==> src/rtl/dlt_pkg.sv <==
package dlt_pkg;

    localparam int unsigned READING_W = 10;
    localparam int unsigned ANGLE_W   = 8;
    localparam int unsigned CFG_IDX_W = 2;

    localparam logic [ANGLE_W-1:0]   ANGLE_MAX    = 8'd180;
    localparam logic [ANGLE_W-1:0]   STEP_DEG     = 8'd2;
    localparam logic [READING_W-1:0] KNOB_MAX     = 10'd1023;
    localparam logic [ANGLE_W-1:0]   H_POS_RESET  = 8'd40;
    localparam logic [ANGLE_W-1:0]   V_POS_RESET  = 8'd90;
    localparam logic [READING_W-1:0] THR_RESET    = 10'd30;
    localparam logic [READING_W-1:0] MAN_THR_RESET = 10'd60;

    localparam logic [CFG_IDX_W-1:0] CFG_AUTO_MODE  = 2'd0;
    localparam logic [CFG_IDX_W-1:0] CFG_H_THRESH   = 2'd1;
    localparam logic [CFG_IDX_W-1:0] CFG_V_THRESH   = 2'd2;
    localparam logic [CFG_IDX_W-1:0] CFG_MAN_THRESH = 2'd3;

    typedef enum logic [1:0] {
        STEP_NONE = 2'd0,
        STEP_UP   = 2'd1,
        STEP_DOWN = 2'd2
    } t_step;

    typedef struct packed {
        logic                 auto_mode;
        t_step                h_step;
        t_step                v_step;
        logic [READING_W-1:0] knob;
        logic                 axis;
        logic [ANGLE_W-1:0]   target;
    } t_cmd;

endpackage

==> src/rtl/dlt_front.sv <==
module dlt_front
    import dlt_pkg::*;
(
    input  logic [READING_W-1:0] i_top_right,
    input  logic [READING_W-1:0] i_top_left,
    input  logic [READING_W-1:0] i_bottom_right,
    input  logic [READING_W-1:0] i_bottom_left,
    input  logic [READING_W-1:0] i_knob_value,
    input  logic                 i_axis_choice,
    input  logic                 i_auto_mode,
    input  logic [READING_W-1:0] i_h_thresh,
    input  logic [READING_W-1:0] i_v_thresh,
    output t_cmd                 o_cmd
);

    logic [READING_W:0]   w_sum_top;
    logic [READING_W:0]   w_sum_bot;
    logic [READING_W:0]   w_sum_left;
    logic [READING_W:0]   w_sum_right;
    logic [READING_W:0]   w_vdiff;
    logic [READING_W:0]   w_hdiff;
    logic [READING_W-1:0] w_vmag;
    logic [READING_W-1:0] w_hmag;
    logic [17:0]          w_prod;
    logic [ANGLE_W-1:0]   w_q0;
    logic [READING_W:0]   w_rem;
    t_step                w_h_step;
    t_step                w_v_step;

    // pair averages, halved sums
    always_comb begin
        w_sum_top   = {1'b0, i_top_right} + {1'b0, i_top_left};
        w_sum_bot   = {1'b0, i_bottom_right} + {1'b0, i_bottom_left};
        w_sum_left  = {1'b0, i_top_left} + {1'b0, i_bottom_left};
        w_sum_right = {1'b0, i_top_right} + {1'b0, i_bottom_right};
        w_vdiff = {1'b0, w_sum_top[READING_W:1]} - {1'b0, w_sum_bot[READING_W:1]};
        w_hdiff = {1'b0, w_sum_right[READING_W:1]} - {1'b0, w_sum_left[READING_W:1]};
        w_vmag  = w_vdiff[READING_W] ? READING_W'(-w_vdiff) : w_vdiff[READING_W-1:0];
        w_hmag  = w_hdiff[READING_W] ? READING_W'(-w_hdiff) : w_hdiff[READING_W-1:0];
    end

    always_comb begin
        w_v_step = STEP_NONE;
        if ((w_vmag >= i_v_thresh) && (w_vdiff != '0)) begin
            w_v_step = w_vdiff[READING_W] ? STEP_DOWN : STEP_UP;
        end
        w_h_step = STEP_NONE;
        if ((w_hmag >= i_h_thresh) && (w_hdiff != '0)) begin
            w_h_step = w_hdiff[READING_W] ? STEP_DOWN : STEP_UP;
        end
    end

    // knob * 180 / 1023: divide by 1024, then one correction step
    always_comb begin
        w_prod = 18'(i_knob_value) * 18'(ANGLE_MAX);
        w_q0   = w_prod[17:10];
        w_rem  = {1'b0, w_prod[9:0]} + (READING_W+1)'(w_q0);
    end

    always_comb begin
        o_cmd.auto_mode = i_auto_mode;
        o_cmd.h_step    = w_h_step;
        o_cmd.v_step    = w_v_step;
        o_cmd.knob      = i_knob_value;
        o_cmd.axis      = i_axis_choice;
        o_cmd.target    = (w_rem >= {1'b0, KNOB_MAX}) ? w_q0 + 8'd1 : w_q0;
    end

endmodule

==> src/rtl/dlt_queue.sv <==
module dlt_queue
    import dlt_pkg::*;
(
    input  logic i_clk,
    input  logic i_rst_n,
    input  logic i_push,
    input  t_cmd i_cmd,
    output logic o_full,
    input  logic i_pop,
    output logic o_valid,
    output t_cmd o_cmd
);

    t_cmd       r_mem [2];
    logic       r_wr_ptr;
    logic       r_rd_ptr;
    logic [1:0] r_count;
    logic       n_wr_ptr;
    logic       n_rd_ptr;
    logic [1:0] n_count;
    logic       w_push;
    logic       w_pop;

    assign o_full  = (r_count == 2'd2);
    assign o_valid = (r_count != 2'd0);
    assign o_cmd   = r_mem[r_rd_ptr];
    assign w_push  = i_push && !o_full;
    assign w_pop   = i_pop && o_valid;

    always_comb begin
        n_wr_ptr = w_push ? !r_wr_ptr : r_wr_ptr;
        n_rd_ptr = w_pop ? !r_rd_ptr : r_rd_ptr;
        n_count  = r_count;
        if (w_push && !w_pop) begin
            n_count = r_count + 2'd1;
        end else if (w_pop && !w_push) begin
            n_count = r_count - 2'd1;
        end
    end

    always_ff @(posedge i_clk) begin
        if (!i_rst_n) begin
            r_wr_ptr <= 1'b0;
            r_rd_ptr <= 1'b0;
            r_count  <= 2'd0;
        end else begin
            r_wr_ptr <= n_wr_ptr;
            r_rd_ptr <= n_rd_ptr;
            r_count  <= n_count;
        end
    end

    always_ff @(posedge i_clk) begin
        if (w_push) begin
            r_mem[r_wr_ptr] <= i_cmd;
        end
    end

`ifndef SYNTHESIS
    a_count_bound: assert property (@(posedge i_clk) disable iff (!i_rst_n)
        r_count <= 2'd2)
        else $error("queue count out of range");

    a_ptrs_match: assert property (@(posedge i_clk) disable iff (!i_rst_n)
        ((r_count == 2'd0) || (r_count == 2'd2)) |-> (r_wr_ptr == r_rd_ptr))
        else $error("queue pointers disagree with count");

    a_pop_frees: assert property (@(posedge i_clk) disable iff (!i_rst_n)
        (w_pop && !w_push) |=> (r_count == $past(r_count) - 2'd1))
        else $error("pop did not free an entry");
`endif

endmodule

==> src/rtl/dlt_back.sv <==
module dlt_back
    import dlt_pkg::*;
(
    input  logic                 i_clk,
    input  logic                 i_rst_n,
    input  logic                 i_valid,
    input  t_cmd                 i_cmd,
    output logic                 o_pop,
    input  logic [READING_W-1:0] i_man_thresh,
    output logic                 o_valid,
    input  logic                 i_ready,
    output logic [ANGLE_W-1:0]   o_h_angle,
    output logic [ANGLE_W-1:0]   o_v_angle
);

    logic [ANGLE_W-1:0]   r_h_pos;
    logic [ANGLE_W-1:0]   r_v_pos;
    logic [READING_W-1:0] r_h_knob;
    logic [READING_W-1:0] r_v_knob;
    logic                 r_out_valid;
    logic [ANGLE_W-1:0]   n_h_pos;
    logic [ANGLE_W-1:0]   n_v_pos;
    logic [READING_W-1:0] n_h_knob;
    logic [READING_W-1:0] n_v_knob;
    logic [READING_W-1:0] w_last;
    logic [READING_W:0]   w_kdiff;
    logic [READING_W-1:0] w_kmag;
    logic                 w_apply;

    function automatic logic [ANGLE_W-1:0] step_pos(input logic [ANGLE_W-1:0] pos,
                                                    input t_step dir);
        logic [ANGLE_W-1:0] res;
        res = pos;
        case (dir)
            STEP_UP: begin
                if (pos < ANGLE_MAX) begin
                    res = (pos > ANGLE_MAX - STEP_DEG) ? ANGLE_MAX : pos + STEP_DEG;
                end
            end
            STEP_DOWN: begin
                if (pos != '0) begin
                    res = (pos < STEP_DEG) ? '0 : pos - STEP_DEG;
                end
            end
            default: res = pos;
        endcase
        return res;
    endfunction

    assign o_pop     = i_valid && (!r_out_valid || i_ready);
    assign o_valid   = r_out_valid;
    assign o_h_angle = r_h_pos;
    assign o_v_angle = r_v_pos;

    always_comb begin
        w_last  = i_cmd.axis ? r_v_knob : r_h_knob;
        w_kdiff = {1'b0, i_cmd.knob} - {1'b0, w_last};
        w_kmag  = w_kdiff[READING_W] ? READING_W'(-w_kdiff) : w_kdiff[READING_W-1:0];
        w_apply = (w_kmag > i_man_thresh);
    end

    always_comb begin
        n_h_pos  = r_h_pos;
        n_v_pos  = r_v_pos;
        n_h_knob = r_h_knob;
        n_v_knob = r_v_knob;
        if (i_cmd.auto_mode) begin
            n_h_pos = step_pos(r_h_pos, i_cmd.h_step);
            n_v_pos = step_pos(r_v_pos, i_cmd.v_step);
        end else if (w_apply) begin
            if (i_cmd.axis) begin
                n_v_pos  = i_cmd.target;
                n_v_knob = i_cmd.knob;
            end else begin
                n_h_pos  = i_cmd.target;
                n_h_knob = i_cmd.knob;
            end
        end
    end

    always_ff @(posedge i_clk) begin
        if (!i_rst_n) begin
            r_h_pos     <= H_POS_RESET;
            r_v_pos     <= V_POS_RESET;
            r_h_knob    <= '0;
            r_v_knob    <= '0;
            r_out_valid <= 1'b0;
        end else begin
            if (o_pop) begin
                r_h_pos  <= n_h_pos;
                r_v_pos  <= n_v_pos;
                r_h_knob <= n_h_knob;
                r_v_knob <= n_v_knob;
            end
            if (o_pop) begin
                r_out_valid <= 1'b1;
            end else if (i_ready) begin
                r_out_valid <= 1'b0;
            end
        end
    end

`ifndef SYNTHESIS
    a_angle_range: assert property (@(posedge i_clk) disable iff (!i_rst_n)
        (r_h_pos <= ANGLE_MAX) && (r_v_pos <= ANGLE_MAX))
        else $error("angle beyond limit");

    a_state_held: assert property (@(posedge i_clk) disable iff (!i_rst_n)
        (r_out_valid && !i_ready) |=> ($stable(r_h_pos) && $stable(r_v_pos)))
        else $error("state changed while result pending");

    a_pop_shows: assert property (@(posedge i_clk) disable iff (!i_rst_n)
        o_pop |=> r_out_valid)
        else $error("popped command produced no result");
`endif

endmodule

==> src/rtl/dual_axis_light_tracker.sv <==
// channel   dir  tvalid/tready          tdata (low bit up)                 tuser
// s         in   i_s_tvalid/o_s_tready  top_right, top_left, bottom_right, axis_choice
//                                       bottom_left, knob_value, pad 6
// m         out  o_m_tvalid/i_m_tready  horizontal_angle, vertical_angle   -
// cfg       in   i_cfg_we               i_cfg_index, i_cfg_data            -
//
// one transaction per cycle sustained while i_m_tready stays high; a result passes
// through the command queue and then the angle state registers
// two-entry command queue lets input continue while a result waits on i_m_tready
// i_rst_n is synchronous: angles 40 and 90, last knobs 0, thresholds 30, 30, 60
module dual_axis_light_tracker
    import dlt_pkg::*;
(
    input  logic                 i_clk,
    input  logic                 i_rst_n,
    input  logic                 i_s_tvalid,
    output logic                 o_s_tready,
    // top_right, top_left, bottom_right, bottom_left, knob_value, zero pad
    input  logic [55:0]          i_s_tdata,
    // axis_choice
    input  logic                 i_s_tuser,
    output logic                 o_m_tvalid,
    input  logic                 i_m_tready,
    // horizontal_angle, vertical_angle
    output logic [15:0]          o_m_tdata,
    input  logic                 i_cfg_we,
    input  logic [CFG_IDX_W-1:0] i_cfg_index,
    input  logic [READING_W-1:0] i_cfg_data
);

    logic                 r_auto_mode;
    logic [READING_W-1:0] r_h_thresh;
    logic [READING_W-1:0] r_v_thresh;
    logic [READING_W-1:0] r_man_thresh;
    t_cmd                 w_front_cmd;
    t_cmd                 w_back_cmd;
    logic                 w_full;
    logic                 w_q_valid;
    logic                 w_pop;
    logic [ANGLE_W-1:0]   w_h_angle;
    logic [ANGLE_W-1:0]   w_v_angle;

    always_ff @(posedge i_clk) begin
        if (!i_rst_n) begin
            r_auto_mode  <= 1'b0;
            r_h_thresh   <= THR_RESET;
            r_v_thresh   <= THR_RESET;
            r_man_thresh <= MAN_THR_RESET;
        end else if (i_cfg_we) begin
            unique case (i_cfg_index)
                CFG_AUTO_MODE:  r_auto_mode  <= i_cfg_data[0];
                CFG_H_THRESH:   r_h_thresh   <= i_cfg_data;
                CFG_V_THRESH:   r_v_thresh   <= i_cfg_data;
                CFG_MAN_THRESH: r_man_thresh <= i_cfg_data;
                default: ;
            endcase
        end
    end

    dlt_front u_front (
        .i_top_right    (i_s_tdata[9:0]),
        .i_top_left     (i_s_tdata[19:10]),
        .i_bottom_right (i_s_tdata[29:20]),
        .i_bottom_left  (i_s_tdata[39:30]),
        .i_knob_value   (i_s_tdata[49:40]),
        .i_axis_choice  (i_s_tuser),
        .i_auto_mode    (r_auto_mode),
        .i_h_thresh     (r_h_thresh),
        .i_v_thresh     (r_v_thresh),
        .o_cmd          (w_front_cmd)
    );

    dlt_queue u_queue (
        .i_clk   (i_clk),
        .i_rst_n (i_rst_n),
        .i_push  (i_s_tvalid),
        .i_cmd   (w_front_cmd),
        .o_full  (w_full),
        .i_pop   (w_pop),
        .o_valid (w_q_valid),
        .o_cmd   (w_back_cmd)
    );

    dlt_back u_back (
        .i_clk        (i_clk),
        .i_rst_n      (i_rst_n),
        .i_valid      (w_q_valid),
        .i_cmd        (w_back_cmd),
        .o_pop        (w_pop),
        .i_man_thresh (r_man_thresh),
        .o_valid      (o_m_tvalid),
        .i_ready      (i_m_tready),
        .o_h_angle    (w_h_angle),
        .o_v_angle    (w_v_angle)
    );

    assign o_s_tready = !w_full;
    assign o_m_tdata  = {w_v_angle, w_h_angle};

endmodule

==> config.mk <==
export PLATFORM = sky130hd
export DESIGN_NAME = dual_axis_light_tracker
export DESIGN_NICKNAME = d
export VERILOG_FILES = /design/src/rtl/dlt_pkg.sv /design/src/rtl/dlt_front.sv /design/src/rtl/dlt_queue.sv /design/src/rtl/dlt_back.sv /design/src/rtl/dual_axis_light_tracker.sv
export SDC_FILE = /design/constraint.sdc
export NUM_CORES = 1
export LEC_CHECK = 0
export BUFFER_PORTS_ARGS = -buffer_cell sky130_fd_sc_hd__buf_2
export CORE_MARGIN = 2
export CORE_UTILIZATION = 45
export DETAILED_ROUTE_END_ITERATION = 10
export PLACE_DENSITY = 0.66
export SLEW_MARGIN = 0
export SYNTH_ARGS = -nofsm -noshare
export SYNTH_HDL_FRONTEND = slang
export SYNTH_SLANG_ARGS = --single-unit
==> constraint.sdc <==
create_clock -name i_clk -period 14 [get_ports i_clk]
set_input_delay 2.8 -clock i_clk [delete_from_list [all_inputs] [get_ports i_clk]]
set_output_delay 2.8 -clock i_clk [all_outputs]
set_load 0.01 [all_outputs]
* Word level (Yosys, flattened, before mapping) *
Memories as Yosys holds them, arrays and structs flattened. A register that Yosys moved wholly into a read port is not among the register bits.
Cells that the tools add are included.

cells by class
  add/subtract/negate cells = 18
  multiply operators = 1
  $lt $le $gt $ge = 10
  eq/ne operators = 15
  muxes and demuxes = 33
  bitwise logic cells = 2
  reductions and logical operators = 32

operator list
  kind                                                         count
  2-to-1 mux 8 bit                                             15
  adder 10 x 10 -> 11 bit                                      4
  2-to-1 mux 10 bit                                            4
  subtractor 10 x 10 -> 11 bit                                 3
  one-hot mux 8 bit (2 select lines)                           2
  negator 10 bit                                               3
  nonzero test 11 bit                                          2
  >= comparator 10 bit                                         2
  != test 3 bit (second input constant)                        6
  adder 8 x 2 -> 8 bit (second input constant)                 2
  greater-than comparator 8 bit (second input constant)        2
  less-than comparator 8 x 2 -> 1 bit (second input constant)  2
  less-than comparator 8 bit (second input constant)           2
  multiplier 10 x 6 -> 16 bit (second input constant)          1
  nonzero test 8 bit                                           2
  subtractor 8 x 2 -> 8 bit (second input constant)            2
  2-to-1 mux 2 bit                                             6
  AND reduction 6 bit                                          2
  adder 10 x 8 -> 11 bit                                       1
  >= comparator 11 x 10 -> 1 bit (second input constant)       1
  equality test 2 bit (second input constant)                  5
  greater-than comparator 10 bit                               1
  nonzero test 2 bit                                           5
  adder 8 x 1 -> 8 bit (second input constant)                 1
  12 further kinds                                             35

storage, ports and cells
  register bits after elaboration = 72
  memory bits (writable) = 48
  input port bits = 74
  memories = 1

memory list
  name           depth  bits a word  rd ports  clocked after memory_dff  write ports  RTL line         RTL
  u_queue.r_mem  2      24           1         1                         1            dlt_queue.sv:14  t_cmd r_mem [2];

* Longest topological paths before layout *
Gate-level depths: netlist of the first run.

  depth after elaboration = 7
  gate-level depth with buffers = 26
  mapped depth without buffers = 26

* By module *
Synthesis of the first run repeated with hierarchy kept, for this count alone.

second synthesis, totals
  cell total of the unflattened synthesis = 1245
  area total of the unflattened synthesis = 11248.3 µm²

by module, submodules not included
  module                   times used  cells each  area each (µm²)  sequential area each (µm²)
  dlt_front                1           618         4774.6           0.0
  dlt_back                 1           410         3291.9           740.7
  dlt_queue                1           100         1968.1           1541.5
  dual_axis_light_tracker  1           117         1213.7           620.6

* Least setup slack after synthesis of the first run *
No wires, ideal clock.

  kind = input-to-reg
  start = input i_s_tdata[41]
  end = memory u_queue.r_mem[0][1] in the netlist's numbering (data pin)
  arrival time = 7.723 ns
  required time = 13.738 ns
  slack = 6.014 ns
  cell stages on the path = 21
  cells stage by stage = ha_1 xor2_1 ha_1 inv_1 fa_1 inv_1 ha_1 nor2b_1 o31a_1 o21ai_0 nor3b_1 nor2_1 ha_1 fa_1 a21oi_1 nor2_1 o21a_1 or3_1 a21o_1 o21ai_2 mux2_2

RTL lines
  element          RTL line                       RTL
  start, declared  dual_axis_light_tracker.sv:19  input logic [55:0] i_s_tdata,
  end, declared    dlt_queue.sv:14

==> impl_metrics.py, run 1 <==
metrics = {
    "die": {
        "rows": 57,
        "io_pins": 92,
        "dieArea_sq_mm": 0.02597,
        "core_sq_mm": 0.02425,
        "die_y_um": 161.2,
        "initial_core_util_pct": 45.83,
        "die_w_um": 161.2,
    },
    "min_path": {
        "hp-start": "r_v_thresh[7]",
        "hold_path_depth": 2,
        "hold_class": "reg2reg",
        "holdPathEnd": "r_v_thresh[7]",
    },
    "detailed_routing": {
        "drc_errors": 0,
        "vias": 9519,
        "wl_per_cell_um": 15.06,
        "drtPass1Iterations": 6,
        "vias_per_cell": 5.570,
        "drtIter0Drc": 724,
        "finalWirelength_mm": 25.74,
        "ant_nets": 0,
    },
    "logic_synthesis": {
        "synthFlopType": "dfxtp_1",
        "yosysWarnings": 0,
        "mappedNetlistArea_sq_mm": 0.01111,
        "syn-num-nets": 1532,
        "ys_seq_area_share_pct": 26.12,
        "async_reset_ff_share_pct": 0,
        "yosys.cell_types.count": 75,
        "syn_area_per_cell_sq_um": 8.562,
        "synthCells": 1298,
        "synth-edff-count": 48,
        "ys_ff_latch": 121,
    },
    "finish": {
        "layout-drive-gt1-share_pct": 11.55,
        "fillCellCount": 2301,
        "layout_common_cells": "141 x ha_1, 122 x inv_1, 121 x nand2_1",
        "final_util_pct": 51.31,
        "num_antenna_cells": 0,
        "seqCellArea_sq_mm": 0.002903,
        "nets": 1606,
        "multi_input_comb_area_sq_mm": 0.007585,
        "mostFrequentLayoutCell": "ha_1",
        "area_growth_pct": 11.95,
    },
    "worst_setup_path": {
        "worstPathArrival_ns": 8.73,
        "startpoint_type": "primary input",
        "critical_path_class": "in2reg",
        "r2r_slack_ns": 8.03,
        "end_kind": "flip-flop",
        "path_max_fanout": 12,
        "r2r_cells": 21,
        "worstReg2RegEnd": "u_back.o_v_angle[6]",
        "required_ns": 14.16,
    },
    "placement": {
        "portBuffers": 85,
        "place.gp.congestion": 0.8794,
        "dp_hpwl_mm": 20.42,
    },
    "sta": {
        "skew_ns": 0.01079,
        "holdWs_ns": 0.4572,
        "slew_viol_final": 0,
        "setup_viol": 0,
        "tns_ns": 0,
        "hold_violations": 0,
        "tightestPinTransition_ns": 1.100,
        "final.min_clock_period_ns": 8.564,
        "max_freq_ghz": 0.1168,
        "period_share_pct": 61.17,
        "rsz0062_at_grt": "no",
        "relSlewSlack_pct": 25.71,
    },
    "clock_tree": {
        "path_clk_slew_ns": 0.06,
        "clock_latency_ns": 0.42,
        "numCtsBuffers": 17,
        "cts_tree": "built",
        "cts_setup_buffers": 0,
        "clk_path_buf_depth": 2,
        "cts_resized": 0,
        "htreeDepth": 4,
        "root_buffer": "clkbuf_16",
        "cts_sinks": 121,
        "ctsHoldBuffers": 0,
    },
    "grt": {
        "grt_pass1_vias": 9033,
        "grtUsageTotal_pct": 20.11,
        "antenna_found_initial": 0,
        "grt_pass1_wl_mm": 43.17,
        "grt_max_degree": 43,
        "grt_overflow_total": 0,
    },
    "status": {
        "status": "completed",
    },
    "power": {
        "leakagePower_nw": 5.400,
        "peakVddDrop_mv": 0.1146,
        "power.density_mw_per_mm2": 206.2,
    },
    "flow_run": {
        "cap_violations": 0,
    },
}
==> worst max-delay path by stage <==
stage | start | endpoint | cells past startpoint
6_report | i_s_tdata[41] | u_queue.r_mem[1][1] | 22
2_1_floorplan | i_s_tdata[41] | u_queue.r_mem[0][1] | 21
5_1_grt | i_s_tdata[41] | u_queue.r_mem[1][1] | 23
3_5_place_dp | i_s_tdata[41] | u_queue.r_mem[1][1] | 22
3_3_place_gp | i_s_tdata[41] | u_queue.r_mem[0][1] | 22
4_1_cts | i_s_tdata[41] | u_queue.r_mem[1][1] | 22
==> worst max-delay path, stage by stage <==
cell and delay (ns):
buf_2 0.16, ha_1 0.35, xor2_1 0.16, ha_1 0.28, inv_1 0.05, fa_1 0.49, inv_1 0.04, ha_1 0.33
nor2b_1 0.18, o31a_1 0.26, o21ai_0 0.21, nor3b_1 0.78, nor2_1 0.23, ha_1 0.28, fa_1 0.41, a21oi_1 0.20
nor2_1 0.08, o21a_1 0.20, or3_1 0.36, a21o_1 0.30, o21ai_2 0.20, mux2_2 0.36
==> per-stage QoR <==
step | area [sq um] | power [mW] | setup WS [ns] | cells
floorplan | 11110 | 1.772 | 6.014 | 1298
global placement | 11850 | 2.081 | 5.200 | 1677
finish | 12440 | 2.565 | 5.436 | 1709
global route | 12440 | 2.807 | 4.989 | 1709
CTS | 12440 | 2.568 | 5.507 | 1709
detailed placement | 11850 | 2.120 | 5.079 | 1677
==> state kept, by name, indices dropped and copies added, names as in the netlist, named ones only <==
signal,flops
u_queue.r_mem,48
r_h_thresh,10
r_man_thresh,10
r_v_thresh,10
u_back.r_h_knob,10
u_back.r_v_knob,10
u_back.o_h_angle,8
u_back.o_v_angle,8
u_queue.r_count,2
r_auto_mode,1
u_back.o_valid,1
u_queue.r_rd_ptr,1
u_queue.r_wr_ptr,1
==> cell usage after synthesis, types with 4 or more instances <==
| library cell | instances | area share [%] |
|---|---|---|
| fa_1 | 19 | 3.4 |
| o211a_1 | 4 | 0.36 |
| and3_1 | 8 | 0.45 |
| a311oi_1 | 8 | 0.63 |
| a21boi_0 | 9 | 0.61 |
| o22ai_1 | 4 | 0.23 |
| buf_6 | 4 | 0.41 |
| a31oi_1 | 4 | 0.23 |
| a21o_1 | 32 | 2.2 |
| nor3b_1 | 15 | 1.0 |
| edfxtp_1 | 48 | 13 |
| nand4_1 | 5 | 0.28 |
| a211o_1 | 4 | 0.32 |
| a21oi_1 | 95 | 4.3 |
| nor2_1 | 89 | 3.0 |
| mux2_2 | 17 | 1.7 |
| nor3_1 | 36 | 1.6 |
| and2_1 | 10 | 0.56 |
| o21bai_1 | 14 | 0.95 |
| o31ai_1 | 4 | 0.27 |
| dfxtp_1 | 73 | 13 |
| nand3b_1 | 4 | 0.27 |
| mux2i_1 | 42 | 3.8 |
| ha_1 | 141 | 16 |
| a211oi_1 | 13 | 0.88 |
| nand2b_1 | 13 | 0.73 |
| nand2_1 | 121 | 4.1 |
| xor2_1 | 30 | 2.4 |
| nand3_1 | 28 | 1.3 |
| xnor2_1 | 57 | 4.5 |
| o311ai_0 | 5 | 0.39 |
| o21ai_0 | 56 | 2.5 |
| nor2b_1 | 16 | 0.90 |
| or3_1 | 13 | 0.73 |
| o211ai_1 | 22 | 1.5 |
| nor4b_1 | 4 | 0.32 |
| inv_1 | 122 | 4.1 |
| o2111ai_1 | 4 | 0.32 |
| buf_1 | 5 | 0.17 |
| clkbuf_1 | 30 | 1.0 |
| o21a_1 | 18 | 1.2 |
==> power breakdown <==
group	switching, mW	total (mW)	internal, mW	leakage, nW
sequential	0.0546	0.526	0.472	1.04
clock	0.172	0.438	0.265	0.274
combinational	0.928	1.60	0.673	4.08
total	1.16	2.57	1.41	5.40
==> final cells by class <==
| type | count | share of cell area, % |
|---|---|---|
| repair buffers | 94 | 3.963 |
| flip-flops and latches | 121 | 23.33 |
| multi-input cells | 1015 | 60.97 |
| well taps | 324 | 3.259 |
| inverters | 123 | 3.711 |
| clock inverters | 15 | 1.348 |
| clock buffers | 17 | 3.419 |
==> metal layers <==
| metal | wire length [um] | global-route usage, % |
|---|---|---|
| met4 | 355 | 4.748 |
| met5 | 0 | 0 |
| met2 | 11530 | 33.20 |
| met1 | 12580 | 28.02 |
| met3 | 1279 | 2.696 |
==> kinds of logic after synthesis <==
logic type / after synthesis / synth area share (%)
compound gates: 335 / 20.39
xor+xnor: 87 / 6.857
fa+ha+maj: 160 / 19.30
buf+inv: 162 / 5.742
flops: 121 / 26.12
mux: 60 / 5.641
simple gates: 373 / 15.95
No activity file was read; power rests on OpenSTA's default activity.
==> inputs of run 2 (changes only) <==
--- a/config.mk
+++ b/config.mk
@@ -9,7 +9,7 @@
 export CORE_MARGIN = 2
 export CORE_UTILIZATION = 45
 export DETAILED_ROUTE_END_ITERATION = 10
-export PLACE_DENSITY = 0.66
+export PLACE_DENSITY = 0.68
 export SLEW_MARGIN = 0
 export SYNTH_ARGS = -nofsm -noshare
 export SYNTH_HDL_FRONTEND = slang
==> constraint.sdc (replaced) <==
create_clock -name i_clk -period 7.85 [get_ports i_clk]
set_input_delay 1.57 -clock i_clk [delete_from_list [all_inputs] [get_ports i_clk]]
set_output_delay 1.57 -clock i_clk [all_outputs]
set_load 0.01 [all_outputs]
==> run 2 against run 1 <==
Count of clock-buffer cells in the layout rose by 5; core utilization down 0.093 points; sequential power grew 79%; worst setup slack lost 4.7 ns; clock skew down 0.00050 ns; hold slack worse by 0.0023 ns; sequential share of layout area is essentially flat; global-route usage rose by 0.25 points; non-clock buffer count decreased by 2; combinational power grew 79%; cell count fell by 0.12%; flip-flop and latch count is the same.
==> impl_metrics.py, run 2 (synthesized netlist as in run 1, its figures left out) <==
metrics = {
    "die": {
        "io_pins": 92,
        "die_w_um": 161.2,
        "initial_core_util_pct": 45.83,
        "rows": 57,
        "core_sq_mm": 0.02425,
        "die_y_um": 161.2,
        "dieArea_sq_mm": 0.02597,
    },
    "worst_setup_path": {
        "end_kind": "flip-flop",
        "path_max_fanout": 12,
        "worstPathArrival_ns": 7.25,
        "critPathLaunch": "i_s_tdata[48]",
        "required_ns": 8.01,
        "startpoint_type": "primary input",
        "max_stage_delay_ns": 0.52,
        "cp_slowest_cell": "fa_1",
        "worstReg2RegEnd": "u_back.o_h_angle[3]",
        "critical_path_class": "in2reg",
        "path_cells": "buf_2, ha_1, inv_1, fa_1, fa_1, inv_1, ha_1, and3_1, a22oi_2, a21oi_1, xnor2_1, inv_1, ha_1, a21o_1, a21oi_1, and3_1, nor2_1, o211a_1, or3_1, a21o_1, o21ai_2, mux2_2",
        "r2r_cells": 22,
        "r2r_slack_ns": 1.33,
    },
    "clock_tree": {
        "cts_resized": 0,
        "clock_latency_ns": 0.42,
        "root_buffer": "clkbuf_16",
        "cts_sinks": 121,
        "htreeDepth": 4,
        "path_clk_slew_ns": 0.06,
        "cts_tree": "built",
        "clk_path_buf_depth": 2,
        "ctsHoldBuffers": 0,
        "cts_setup_buffers": 0,
        "numCtsBuffers": 17,
    },
    "detailed_routing": {
        "vias": 9525,
        "drtIter0Drc": 649,
        "drc_errors": 0,
        "wl_per_cell_um": 15.09,
        "vias_per_cell": 5.580,
        "ant_nets": 0,
        "drtPass1Iterations": 5,
        "finalWirelength_mm": 25.75,
    },
    "placement": {
        "place.gp.congestion": 0.9288,
        "portBuffers": 85,
        "dp_hpwl_mm": 20.38,
    },
    "sta": {
        "slew_viol_final": 0,
        "tightestPinTransition_ns": 1.215,
        "max_freq_ghz": 0.1410,
        "skew_ns": 0.01028,
        "period_share_pct": 90.36,
        "hold_violations": 0,
        "rsz0062_at_grt": "no",
        "tns_ns": 0,
        "final.min_clock_period_ns": 7.093,
        "setup_viol": 0,
        "relSlewSlack_pct": 18.83,
    },
    "finish": {
        "final_util_pct": 51.21,
        "layout_common_cells": "141 x ha_1, 122 x inv_1, 121 x nand2_1",
        "nets": 1604,
        "area_growth_pct": 11.74,
        "regMostFlops": "u_queue.r_mem",
        "fillCellCount": 2319,
        "largest_reg_flops": 48,
        "num_antenna_cells": 0,
        "layout-drive-gt1-share_pct": 11.28,
        "mostFrequentLayoutCell": "ha_1",
    },
    "grt": {
        "grtUsageTotal_pct": 20.36,
        "grt_pass1_wl_mm": 43.55,
        "grt_overflow_total": 0,
        "grt_max_degree": 55,
        "antenna_found_initial": 1,
        "grt_pass1_vias": 9152,
    },
    "power": {
        "power.density_mw_per_mm2": 367.4,
        "power_mw": 4.562,
        "leakagePower_nw": 5.407,
        "peakVddDrop_mv": 0.2288,
    },
    "status": {
        "status": "completed",
    },
    "min_path": {
        "holdPathEnd": "r_v_thresh[8]",
        "hold_path_depth": 2,
        "hold_class": "reg2reg",
        "hp-start": "r_v_thresh[8]",
    },
    "flow_run": {
        "cap_violations": 0,
    },
}
==> run 2: per-layer routing <==
| metal | global-route usage [%] | part of all wire, % | vias up |
|---|---|---|---|
| li1 | - | - | 4799 |
| met1 | 28.17 | 48 | 4455 |
| met2 | 32.40 | 44 | 223 |
| met3 | 3.133 | 4.9 | 46 |
| met4 | 7.224 | 2.6 | 2 |
| met5 | 0 | 0.050 | - |
==> run 2: cell type report <==
type,instances,area (sq um),area share [%]
clock buffers,22,496.7,4.000
clock inverters,10,88.84,0.7154
inverters,123,461.7,3.718
multi-input cells,1015,7585,61.08
flip-flops and latches,121,2903,23.38
well taps,324,405.4,3.264
repair buffers,92,478.0,3.849
==> run 2: worst max path at each step <==
stage                                      to  slack (ns)  cells past startpoint
after floorplan           u_queue.r_mem[0][1]        1.09                     21
after global placement    u_queue.r_mem[0][1]        0.43                     22
after detailed placement  u_queue.r_mem[1][1]        0.37                     22
after CTS                 u_queue.r_mem[1][1]        0.81                     22
after global routing      u_queue.r_mem[1][1]        0.38                     22
final                     u_queue.r_mem[1][1]        0.76                     22
==> run 2: metrics by stage <==
step / instance area, sq um / hold slack, ns / setup slack [ns] / std cells
after floorplan: 11110 / 0.4249 / 1.094 / 1298
after global placement: 11830 / 0.4458 / 0.4331 / 1675
after detailed placement: 11830 / 0.4488 / 0.3678 / 1675
after CTS: 12420 / 0.4568 / 0.8127 / 1707
after global routing: 12420 / 0.4720 / 0.3789 / 1707
final: 12420 / 0.4549 / 0.7567 / 1707
==> run 2: power breakdown <==
part           leakage [nW]  switching (mW)  internal, mW
logic                  4.07            1.66          1.20
clock network         0.292           0.278         0.480
registers              1.04           0.101         0.842
total                  5.41            2.04          2.53
==> run 2: critical path, delay by kind of cell <==
family,cells,cell delay [ns]
mux,1,0.36
fa+ha+maj,5,2.00
simple gates,4,0.79
buf+inv,4,0.52
compound gates,7,1.60
xor+xnor,1,0.39
